`config.mk`:
```
export PLATFORM = sky130hd
export DESIGN_NAME = stochastic_oscillator_k_unit
export DESIGN_NICKNAME = d
export VERILOG_FILES = /design/src/hdl/sok_pkg.sv /design/src/hdl/sok_ram.sv /design/src/hdl/sok_dp.sv /design/src/hdl/sok_ctrl.sv /design/src/hdl/stochastic_oscillator_k_unit.sv
export SDC_FILE = /design/constraint.sdc
export NUM_CORES = 2
export LEC_CHECK = 0
export BUFFER_PORTS_ARGS = -buffer_cell sky130_fd_sc_hd__buf_2
export CELL_PAD_IN_SITES_DETAIL_PLACEMENT = 1
export CELL_PAD_IN_SITES_GLOBAL_PLACEMENT = 2
export CORE_UTILIZATION = 46
export DETAILED_ROUTE_END_ITERATION = 8
export PLACE_DENSITY = 0.78
export SLEW_MARGIN = 25
export SYNTH_ARGS = -nofsm -noshare
export SYNTH_HDL_FRONTEND = slang
export SYNTH_SLANG_ARGS = --single-unit
```
`constraint.sdc`:
```
create_clock -name clk -period 5.94 [get_ports clk]
set_input_delay 1.188 -clock clk [delete_from_list [all_inputs] [get_ports clk]]
set_output_delay 1.188 -clock clk [all_outputs]
set_load 0.05 [all_outputs]
```
`src/hdl/sok_pkg.sv`:
```
// Shared constants and control/status types for the stochastic oscillator %K unit.
`default_nettype none
package sok_pkg;

  // Default sizing handed to the top level parameters
  localparam int WINDOW_MAX_DEF = 64;
  localparam int PRICE_BITS_DEF = 32;

  // Port widths
  localparam int IN_W  = 32;
  localparam int CFG_W = 7;
  localparam int PK_W  = 15;

  // Window length after reset
  localparam logic [CFG_W-1:0] WINDOW_RESET = 7'd14;

  // 100 percent in Q7.8
  localparam logic [PK_W-1:0] K_FULL = 15'd25600;

  // Quotient bits produced by the serial divider, one per cycle
  localparam int Q_BITS    = PK_W;
  localparam int DIV_CNT_W = $clog2(Q_BITS);

  // Controller to datapath commands
  typedef struct packed {
    logic accept;    // load bar, write ring, bump counters
    logic rd_en;     // issue one ring read, step pointer back
    logic acc_en;    // fold returned ring word into extremes
    logic mul_en;    // form dividend and divisor
    logic div_step;  // one restoring divide step
    logic res_load;  // load the output word
  } cmd_t;

  // Datapath to controller status
  typedef struct packed {
    logic win_ready; // enough bars held for the current window
    logic flat;      // highest high does not exceed lowest low
    logic clip;      // close outside the range
  } sts_t;

endpackage
`default_nettype wire

```
`src/hdl/sok_ram.sv`:
```
// Generic single-write, single-read RAM with registered read data.
`default_nettype none
module sok_ram #(
  parameter int WIDTH = 64,
  parameter int DEPTH = 64
) (
  input  wire logic                     clk,
  input  wire logic                     wr_en,
  input  wire logic [$clog2(DEPTH)-1:0] wr_addr,
  input  wire logic [WIDTH-1:0]         wr_data,
  input  wire logic                     rd_en,
  input  wire logic [$clog2(DEPTH)-1:0] rd_addr,
  output logic      [WIDTH-1:0]         rd_data
);

  logic [WIDTH-1:0] mem_r [DEPTH];

  // Write port
  always_ff @(posedge clk) begin
    if (wr_en) begin
      mem_r[wr_addr] <= wr_data;
    end
  end

  // Registered read port
  always_ff @(posedge clk) begin
    if (rd_en) begin
      rd_data <= mem_r[rd_addr];
    end
  end

endmodule
`default_nettype wire

```
`src/hdl/sok_dp.sv`:
```
// Datapath: ring store, extreme scan, classification, serial divider, output word.
`default_nettype none
module sok_dp #(
  parameter int WINDOW_MAX = sok_pkg::WINDOW_MAX_DEF,
  parameter int PRICE_BITS = sok_pkg::PRICE_BITS_DEF,
  localparam int LEN_W = $clog2(WINDOW_MAX + 1)
) (
  input  wire logic                      clk,
  input  wire logic                      rst_n,
  input  wire logic                      cfg_wr_en,
  input  wire logic [sok_pkg::CFG_W-1:0] cfg_wr_data,
  input  wire logic [sok_pkg::IN_W-1:0]  in_high_price,
  input  wire logic [sok_pkg::IN_W-1:0]  in_low_price,
  input  wire logic [sok_pkg::IN_W-1:0]  in_close_price,
  input  wire sok_pkg::cmd_t             cmd,
  output sok_pkg::sts_t                  sts,
  output logic      [LEN_W-1:0]          len,
  output logic      [sok_pkg::PK_W-1:0]  out_percent_k,
  output logic                           out_window_ready,
  output logic                           out_flat_range,
  output logic                           out_clipped
);

  localparam int PW    = PRICE_BITS;
  localparam int AW    = $clog2(WINDOW_MAX);
  localparam int CW    = (LEN_W > sok_pkg::CFG_W) ? LEN_W : sok_pkg::CFG_W;
  localparam int NUM_W = PW + sok_pkg::Q_BITS;

  logic [sok_pkg::CFG_W-1:0] window_length_r;
  logic [AW-1:0]             write_slot_r, write_slot_nxt;
  logic [AW-1:0]             rd_ptr_r;
  logic [LEN_W-1:0]          bars_held_r, bars_held_nxt;
  logic [LEN_W-1:0]          len_r;
  logic                      win_ready_r;
  logic [PW-1:0]             close_r, hmax_r, lmin_r;
  logic [NUM_W-1:0]          rem_r, dvs_r;
  logic [sok_pkg::Q_BITS-1:0] quot_r;
  logic [sok_pkg::PK_W-1:0]  pk_r;
  logic                      rdy_r, flat_r, clip_r;

  logic [PW+sok_pkg::IN_W-1:0] hi_ext, lo_ext, cl_ext;
  logic [PW-1:0]             hi_in, lo_in, cl_in;
  logic [2*PW-1:0]           rd_data;
  logic [PW-1:0]             rd_hi, rd_lo;
  logic [CW-1:0]             cfg_ext, eff_len;
  logic                      clip_lo, clip_hi;
  logic [PW-1:0]             span, offset;
  logic [NUM_W-1:0]          off_ext, dividend;
  logic [sok_pkg::PK_W-1:0]  quot_sat;

  // Keep the low PRICE_BITS of each price, zero-extending if wider than the port
  assign hi_ext = {{PW{1'b0}}, in_high_price};
  assign lo_ext = {{PW{1'b0}}, in_low_price};
  assign cl_ext = {{PW{1'b0}}, in_close_price};
  assign hi_in  = hi_ext[PW-1:0];
  assign lo_in  = lo_ext[PW-1:0];
  assign cl_in  = cl_ext[PW-1:0];

  // Effective window: zero counts as one, clamp at ring depth
  assign cfg_ext = CW'(window_length_r);
  always_comb begin
    if (cfg_ext == '0) begin
      eff_len = CW'(1);
    end else if (cfg_ext > CW'(WINDOW_MAX)) begin
      eff_len = CW'(WINDOW_MAX);
    end else begin
      eff_len = cfg_ext;
    end
  end

  // Ring pointer and fill count
  assign write_slot_nxt = (write_slot_r == AW'(WINDOW_MAX - 1)) ? '0 : write_slot_r + 1'b1;
  assign bars_held_nxt  = (bars_held_r == LEN_W'(WINDOW_MAX)) ? bars_held_r
                                                               : bars_held_r + 1'b1;

  // Config register
  always_ff @(posedge clk) begin
    if (!rst_n) begin
      window_length_r <= sok_pkg::WINDOW_RESET;
    end else if (cfg_wr_en) begin
      window_length_r <= cfg_wr_data;
    end
  end

  // Control counters of the ring
  always_ff @(posedge clk) begin
    if (!rst_n) begin
      write_slot_r <= '0;
      bars_held_r  <= '0;
      win_ready_r  <= 1'b0;
    end else if (cmd.accept) begin
      write_slot_r <= write_slot_nxt;
      bars_held_r  <= bars_held_nxt;
      win_ready_r  <= (CW'(bars_held_nxt) >= eff_len);
    end
  end

  // High and low rings share one RAM word
  sok_ram #(
    .WIDTH (2 * PW),
    .DEPTH (WINDOW_MAX)
  ) u_ring (
    .clk     (clk),
    .wr_en   (cmd.accept),
    .wr_addr (write_slot_r),
    .wr_data ({hi_in, lo_in}),
    .rd_en   (cmd.rd_en),
    .rd_addr (rd_ptr_r),
    .rd_data (rd_data)
  );

  assign rd_hi = rd_data[2*PW-1:PW];
  assign rd_lo = rd_data[PW-1:0];

  // Bar capture, newest-first read pointer, running extremes
  always_ff @(posedge clk) begin
    if (cmd.accept) begin
      close_r  <= cl_in;
      len_r    <= LEN_W'(eff_len);
      rd_ptr_r <= write_slot_r;
      hmax_r   <= '0;
      lmin_r   <= '1;
    end else begin
      if (cmd.rd_en) begin
        rd_ptr_r <= (rd_ptr_r == '0) ? AW'(WINDOW_MAX - 1) : rd_ptr_r - 1'b1;
      end
      if (cmd.acc_en) begin
        if (rd_hi > hmax_r) begin
          hmax_r <= rd_hi;
        end
        if (rd_lo < lmin_r) begin
          lmin_r <= rd_lo;
        end
      end
    end
  end

  // Classification of close against the range
  assign clip_lo = (close_r < lmin_r);
  assign clip_hi = (close_r > hmax_r);
  assign span    = hmax_r - lmin_r;
  assign offset  = close_r - lmin_r;

  // offset * 25600 as shifted adds: 25600 = 2^14 + 2^13 + 2^10
  assign off_ext  = NUM_W'(offset);
  assign dividend = (off_ext << 14) + (off_ext << 13) + (off_ext << 10);

  // Restoring divider, one quotient bit per step
  always_ff @(posedge clk) begin
    if (cmd.mul_en) begin
      rem_r  <= dividend;
      dvs_r  <= NUM_W'(span) << (sok_pkg::Q_BITS - 1);
      quot_r <= '0;
    end else if (cmd.div_step) begin
      if (rem_r >= dvs_r) begin
        rem_r  <= rem_r - dvs_r;
        quot_r <= {quot_r[sok_pkg::Q_BITS-2:0], 1'b1};
      end else begin
        quot_r <= {quot_r[sok_pkg::Q_BITS-2:0], 1'b0};
      end
      dvs_r <= dvs_r >> 1;
    end
  end

  assign quot_sat = (quot_r > sok_pkg::K_FULL) ? sok_pkg::K_FULL : quot_r;

  // Output word
  always_ff @(posedge clk) begin
    if (cmd.res_load) begin
      rdy_r  <= win_ready_r;
      flat_r <= 1'b0;
      clip_r <= 1'b0;
      pk_r   <= '0;
      if (win_ready_r) begin
        if (sts.flat) begin
          flat_r <= 1'b1;
        end else if (clip_lo) begin
          clip_r <= 1'b1;
        end else if (clip_hi) begin
          clip_r <= 1'b1;
          pk_r   <= sok_pkg::K_FULL;
        end else begin
          pk_r   <= quot_sat;
        end
      end
    end
  end

  assign sts.win_ready    = win_ready_r;
  assign sts.flat         = (hmax_r <= lmin_r);
  assign sts.clip         = clip_lo | clip_hi;
  assign len              = len_r;
  assign out_percent_k    = pk_r;
  assign out_window_ready = rdy_r;
  assign out_flat_range   = flat_r;
  assign out_clipped      = clip_r;

  // Output word stays in range and flags are consistent
  a_pk_range: assert property (@(posedge clk) disable iff (!rst_n)
    $past(cmd.res_load) |-> (pk_r <= sok_pkg::K_FULL))
    else $error("percent_k above full scale");

  a_flat_zero: assert property (@(posedge clk) disable iff (!rst_n)
    $past(cmd.res_load) && flat_r |-> (pk_r == '0) && !clip_r && rdy_r)
    else $error("flat range with nonzero result or clip");

  a_notready_zero: assert property (@(posedge clk) disable iff (!rst_n)
    $past(cmd.res_load) && !rdy_r |-> (pk_r == '0) && !flat_r && !clip_r)
    else $error("result before window full is not all zero");

endmodule
`default_nettype wire

```
`src/hdl/sok_ctrl.sv`:
```
// Controller: sequences bar capture, ring scan, divide and result hand-off.
`default_nettype none
module sok_ctrl #(
  parameter int WINDOW_MAX = sok_pkg::WINDOW_MAX_DEF,
  localparam int LEN_W = $clog2(WINDOW_MAX + 1)
) (
  input  wire logic             clk,
  input  wire logic             rst_n,
  input  wire logic             in_valid,
  output logic                  in_stall,
  output logic                  out_valid,
  input  wire logic             out_stall,
  input  wire sok_pkg::sts_t    sts,
  input  wire logic [LEN_W-1:0] len,
  output sok_pkg::cmd_t         cmd
);

  typedef enum logic [2:0] {
    S_IDLE,
    S_CHECK,
    S_SCAN,
    S_DRAIN,
    S_CLASS,
    S_MUL,
    S_DIV,
    S_OUT
  } state_t;

  state_t                       state_r, state_nxt;
  logic [LEN_W-1:0]             scan_cnt_r, scan_cnt_nxt;
  logic [sok_pkg::DIV_CNT_W-1:0] div_cnt_r, div_cnt_nxt;
  logic                         acc_vld_r;
  logic                         out_valid_r, out_valid_nxt;

  // Next state and commands
  always_comb begin
    state_nxt    = state_r;
    scan_cnt_nxt = scan_cnt_r;
    div_cnt_nxt  = div_cnt_r;
    cmd          = '0;
    cmd.acc_en   = acc_vld_r;
    case (state_r)
      S_IDLE: begin
        if (in_valid) begin
          cmd.accept = 1'b1;
          state_nxt  = S_CHECK;
        end
      end
      S_CHECK: begin
        scan_cnt_nxt = '0;
        state_nxt    = sts.win_ready ? S_SCAN : S_OUT;
      end
      S_SCAN: begin
        cmd.rd_en    = 1'b1;
        scan_cnt_nxt = scan_cnt_r + 1'b1;
        if (scan_cnt_r == len - 1'b1) begin
          state_nxt = S_DRAIN;
        end
      end
      S_DRAIN: begin
        state_nxt = S_CLASS;
      end
      S_CLASS: begin
        state_nxt = (sts.flat || sts.clip) ? S_OUT : S_MUL;
      end
      S_MUL: begin
        cmd.mul_en  = 1'b1;
        div_cnt_nxt = '0;
        state_nxt   = S_DIV;
      end
      S_DIV: begin
        cmd.div_step = 1'b1;
        div_cnt_nxt  = div_cnt_r + 1'b1;
        if (div_cnt_r == sok_pkg::DIV_CNT_W'(sok_pkg::Q_BITS - 1)) begin
          state_nxt = S_OUT;
        end
      end
      S_OUT: begin
        if (!out_valid_r || !out_stall) begin
          cmd.res_load = 1'b1;
          state_nxt    = S_IDLE;
        end
      end
      default: begin
        state_nxt = S_IDLE;
      end
    endcase
  end

  // Output word valid: set on load, cleared when taken
  always_comb begin
    if (cmd.res_load) begin
      out_valid_nxt = 1'b1;
    end else begin
      out_valid_nxt = out_valid_r & out_stall;
    end
  end

  // State and registered outputs
  always_ff @(posedge clk) begin
    if (!rst_n) begin
      state_r     <= S_IDLE;
      scan_cnt_r  <= '0;
      div_cnt_r   <= '0;
      acc_vld_r   <= 1'b0;
      out_valid_r <= 1'b0;
    end else begin
      state_r     <= state_nxt;
      scan_cnt_r  <= scan_cnt_nxt;
      div_cnt_r   <= div_cnt_nxt;
      acc_vld_r   <= cmd.rd_en;
      out_valid_r <= out_valid_nxt;
    end
  end

  assign in_stall  = (state_r != S_IDLE);
  assign out_valid = out_valid_r;

  // Never overwrite an output word that has not been taken
  a_no_overwrite: assert property (@(posedge clk) disable iff (!rst_n)
    cmd.res_load |-> (!out_valid_r || !out_stall))
    else $error("output word overwritten");

  // Every ring read is folded into the extremes the next cycle
  a_read_folded: assert property (@(posedge clk) disable iff (!rst_n)
    cmd.rd_en |=> cmd.acc_en)
    else $error("ring read not accumulated");

  // Scan never runs past the window
  a_scan_bound: assert property (@(posedge clk) disable iff (!rst_n)
    (state_r == S_SCAN) |-> (scan_cnt_r < len))
    else $error("scan beyond window length");

  // No new bar taken while a bar is still in work
  a_one_bar: assert property (@(posedge clk) disable iff (!rst_n)
    cmd.accept |=> !cmd.accept)
    else $error("bar accepted while busy");

endmodule
`default_nettype wire

```
`src/hdl/stochastic_oscillator_k_unit.sv`:
```
// Top level of the stochastic oscillator %K unit: controller plus datapath.
//
//  channel  direction  handshake                     payload
//  in       sink       in_valid / in_stall           high, low, close price (32 b each)
//  out      source     out_valid / out_stall         percent_k (15 b), 3 flags
//  cfg      sink       cfg_wr_en                     window_length (7 b)
//
// A bar with a full window takes one ring RAM read per bar of the window, then the
// bit-serial divider. A bar before the window is full skips the scan and the divider;
// one with a flat or clipped range is scanned but skips the divider.
// Reset is synchronous; ring contents need no clearing, only counters reset.
// One bar is in work at a time; the next bar is taken while a result waits on out_stall.
`default_nettype none
module stochastic_oscillator_k_unit #(
  parameter int WINDOW_MAX = sok_pkg::WINDOW_MAX_DEF,
  parameter int PRICE_BITS = sok_pkg::PRICE_BITS_DEF
) (
  input  wire logic                      clk,
  input  wire logic                      rst_n,
  input  wire logic                      cfg_wr_en,
  input  wire logic [sok_pkg::CFG_W-1:0] cfg_wr_data,
  input  wire logic                      in_valid,
  output logic                           in_stall,
  input  wire logic [sok_pkg::IN_W-1:0]  in_high_price,
  input  wire logic [sok_pkg::IN_W-1:0]  in_low_price,
  input  wire logic [sok_pkg::IN_W-1:0]  in_close_price,
  output logic                           out_valid,
  input  wire logic                      out_stall,
  output logic      [sok_pkg::PK_W-1:0]  out_percent_k,
  output logic                           out_window_ready,
  output logic                           out_flat_range,
  output logic                           out_clipped
);

  localparam int LEN_W = $clog2(WINDOW_MAX + 1);

  sok_pkg::cmd_t    cmd;
  sok_pkg::sts_t    sts;
  logic [LEN_W-1:0] len;

  // Sequencer
  sok_ctrl #(
    .WINDOW_MAX (WINDOW_MAX)
  ) u_ctrl (
    .clk       (clk),
    .rst_n     (rst_n),
    .in_valid  (in_valid),
    .in_stall  (in_stall),
    .out_valid (out_valid),
    .out_stall (out_stall),
    .sts       (sts),
    .len       (len),
    .cmd       (cmd)
  );

  // Ring, extremes and divider
  sok_dp #(
    .WINDOW_MAX (WINDOW_MAX),
    .PRICE_BITS (PRICE_BITS)
  ) u_dp (
    .clk              (clk),
    .rst_n            (rst_n),
    .cfg_wr_en        (cfg_wr_en),
    .cfg_wr_data      (cfg_wr_data),
    .in_high_price    (in_high_price),
    .in_low_price     (in_low_price),
    .in_close_price   (in_close_price),
    .cmd              (cmd),
    .sts              (sts),
    .len              (len),
    .out_percent_k    (out_percent_k),
    .out_window_ready (out_window_ready),
    .out_flat_range   (out_flat_range),
    .out_clipped      (out_clipped)
  );

endmodule
`default_nettype wire

```
==> run metrics <==
Leakage 65.0 nW; WP data arrival 6.15 ns; routability cong. 0.843; pre-CTS setup slack 0.146 ns; Die Height 626 um; fin worst setup slack 0.444 ns; nets 9,511; Final setup viols 0; worst setup path category reg2reg; clock sink total 4,432; total congestion overflow 0; top sig layer met5; top_reg_cell synth edfxtp_1; CTS Buf Count 442; Hold Vio Cnt, Final 0; max_slew headroom 0.179; die area 392,000 um^2; clock root buffer clkbuf_16; Max-cap violations 0; CTS tree built; vias in the first global route 96,300; Detailed Route Iter0 Violations 12,100; synth warn 0; commonest non-fill, non-tap cells in the layout 4,302 x edfxtp_1, 1,269 x mux4_2, 447 x clkbuf_16; Routed Antenna Nets 0; worst-path maximum fanout 5; Synth Register Bits 4,432; Worst Hold Class in2reg; vias per cell 6.39; routed vias 93,700; largest net degree at the start of global routing 87; worst-skew pair later-pin latency 1.01 ns; met2 WL 254,000 um; f_max 182 MHz; max incr delay on CP 0.47 ns; power per cell area 521 nW/um^2; setup total negative slack 0 ns; detailed placement HPWL 299,000 um; RSZ-0062 raised after global routing no; VDD IR-drop max 0.529 mV; M1 WL 203,000 um; initial antenna violation count 44; drt drc 0; crit-path cells inv_1 > ha_1 > nor2b_1 > nor4_1 > o21ai_1 > a41o_1 > a221o_1 > a21oi_1 > xnor2_2 > xor2_1 > ha_1 > a21o_1 > ha_1 > a21o_1 > a21oi_1 > or3b_2 > nand3_1 > a21oi_1 > buf_4 > o22ai_1 > mux2i_1 > nand3_1 > o21a_1; Area growth syn-to-layout 13.0%; Syn Inst Count 8,687; Final period util 0.925; actual slew at the worst max-slew pin 1.23 ns; H-tree Lvls 5; critical path launch point type flop; Pre-Repair DR Iteration Count 5; Mapped Nets 9,084; metal3 WL 48,100 um; syn avg cell area 20.6 um^2; Ports 128; GRT Util Overall 0.267; Crit path buffers/inverters 2; core box area 387,000 um^2; layout cell share with drive strength beyond 1 0.257; CTS clk-pin slew, worst paths 0.06 ns; data required time of the worst path 6.59 ns; DRT Wirelength 527,000 um; most common cell after layout, fill and taps aside edfxtp_1; Initial Util 0.463; Post-synth EDFFs 4,302; Crit. End Element flop; Core Rows 228; DR WL/cell 35.9 um; port buffer count 127; first-pass GRT wire length 735,000 um; sequential area share after synthesis 0.735; Final min period 5.50 ns; Distinct cells, synth 87; status finished clean; Max Root-Sink Buffers 4; Netlist Area Pre-Place 179,000 um^2; CP delay by family, top compound AO/OA/AOI/OAI gates; crit path max-delay cell type or3b_2; share of synthesized registers carrying an async set or reset 0; worst-case clock skew 0.105 ns; Die Width 626 um; Slew Limit Fails 0; cts hold-fix bufs 0
cell type report:
class / instances / area [um^2]
timing repair buffer: 416 / 4380
tap: 5175 / 6470
fill: 34100 / 184000
inverter: 194 / 729
antenna: 16 / 40.0
multi-input combinational: 3628 / 45400
sequential: 4432 / 132000
clock inverter: 259 / 2130
clock buffer: 554 / 11600
metal layers:
| metal | track usage | vias to the layer above |
|---|---|---|
| met4 | 0.0996 | 26 |
| met2 | 0.434 | 5191 |
| met5 | 0 | - |
| li1 | - | 37100 |
| met3 | 0.0462 | 1038 |
| met1 | 0.362 | 50400 |
metrics by stage:
step | hold slack, ns | std cells | cell area [um^2] | utilization | total power [mW]
global route | 0.426 | 14700 | 203000 | 0.524 | 110
CTS | 0.398 | 14700 | 202000 | 0.523 | 106
finish | 0.445 | 14700 | 203000 | 0.524 | 106
floorplan | 0.439 | 8687 | 179000 | - | 65.8
global placement | 0.452 | 13800 | 188000 | 0.487 | 78.5
detailed placement | 0.466 | 13800 | 189000 | 0.487 | 79.1
what timing repair did:
action | CTS | global route
endpoints found under the setup margin | 0 | 3
buffers inserted | 0 | 0
resized for setup | 0 | 2
path summary, 6_finish.rpt:
path                           endpoint  depth (start not counted)  slack (ns)                   startpoint
max            u_dp.rem_r[45]$_DFFE_PP_                         23        0.44  u_dp.lmin_r[2]$_SDFFE_PP1P_
max reg2reg    u_dp.rem_r[45]$_DFFE_PP_                         23        0.44  u_dp.lmin_r[2]$_SDFFE_PP1P_
min reg2reg  u_dp.dvs_r[8]$_SDFFE_PP0P_                          2        0.47   u_dp.dvs_r[8]$_SDFFE_PP0P_
min           u_dp.close_r[1]$_DFFE_PP_                          1        0.44            in_close_price[1]
cells in the mapped netlist, types with 23 or more instances:
cell type  count  area share
inv_1        193      0.0040
nand2b_1      24     0.00084
mux4_2      1269        0.16
nand4_1       43      0.0015
o21a_1        28      0.0012
buf_4         24      0.0010
mux2_2        25      0.0016
nor2b_1       33      0.0012
o21bai_1      27      0.0011
mux2i_1       91      0.0051
a21o_1       106      0.0044
xor2_1        71      0.0035
nor3_1        33     0.00092
and2_1        23     0.00080
nand2_1      218      0.0046
a21oi_1      303      0.0085
o21ai_0      205      0.0057
xnor2_1       89      0.0043
buf_2        103      0.0029
nor2_1       237      0.0050
clkbuf_1     245      0.0051
dfxtp_1      130       0.015
edfxtp_1    4302        0.72
o221ai_1      25      0.0012
and3_1        27     0.00094
nand3_1      150      0.0042
ha_1         277       0.019
o22ai_1       57      0.0020
buf_1         55      0.0012
report_power, final:
group / total [mW] / internal, mW / switching (mW)
logic: 42.3 / 18.2 / 24.1
clock network: 27.0 / 15.1 / 11.9
registers: 36.3 / 35.6 / 0.687
flip-flops by register name, indices dropped and copies added (netlist names), 3 cells and up:
register             cells
u_dp.u_ring.mem_r     4096
u_dp.out_percent_k      15
u_ctrl.scan_cnt_r        7
u_dp.rem_r              47
u_ctrl.div_cnt_r         4
u_dp.lmin_r             32
u_dp.dvs_r              46
u_dp.rd_ptr_r            6
u_ctrl.state_r           3
u_dp.u_ring.rd_data     64
u_dp.bars_held_r         7
u_dp.write_slot_r        6
u_dp.close_r            32
u_dp.quot_r             15
u_dp.len                 7
u_dp.hmax_r             32
u_dp.cfg_ext             7
cells by family (layout without fill, tap and decap cells):
kind of cell | count (synthesis) | after routing | synth area share
flops | 4432 | 4432 | 0.735
mux | 1385 | 1385 | 0.166
compound gates | 932 | 932 | 0.0324
simple gates | 859 | 859 | 0.0229
buf+inv | 627 | 1423 | 0.0146
fa+ha+maj | 289 | 289 | 0.0207
xor+xnor | 163 | 163 | 0.00809
other cells | 0 | 16 | 0
worst register-to-register path: stages (launching register included):
cell     delay [ns]
dfxtp_1        0.33
inv_1          0.09
ha_1           0.37
nor2b_1        0.17
nor4_1         0.34
o21ai_1        0.22
a41o_1         0.32
a221o_1        0.35
a21oi_1        0.26
xnor2_2        0.16
xor2_1         0.19
ha_1           0.23
a21o_1         0.15
ha_1           0.36
a21o_1         0.13
a21oi_1        0.07
or3b_2         0.47
nand3_1        0.08
a21oi_1        0.05
buf_4          0.17
o22ai_1        0.28
mux2i_1        0.24
nand3_1        0.10
o21a_1         0.11
Power figures use the tool's default switching activity.
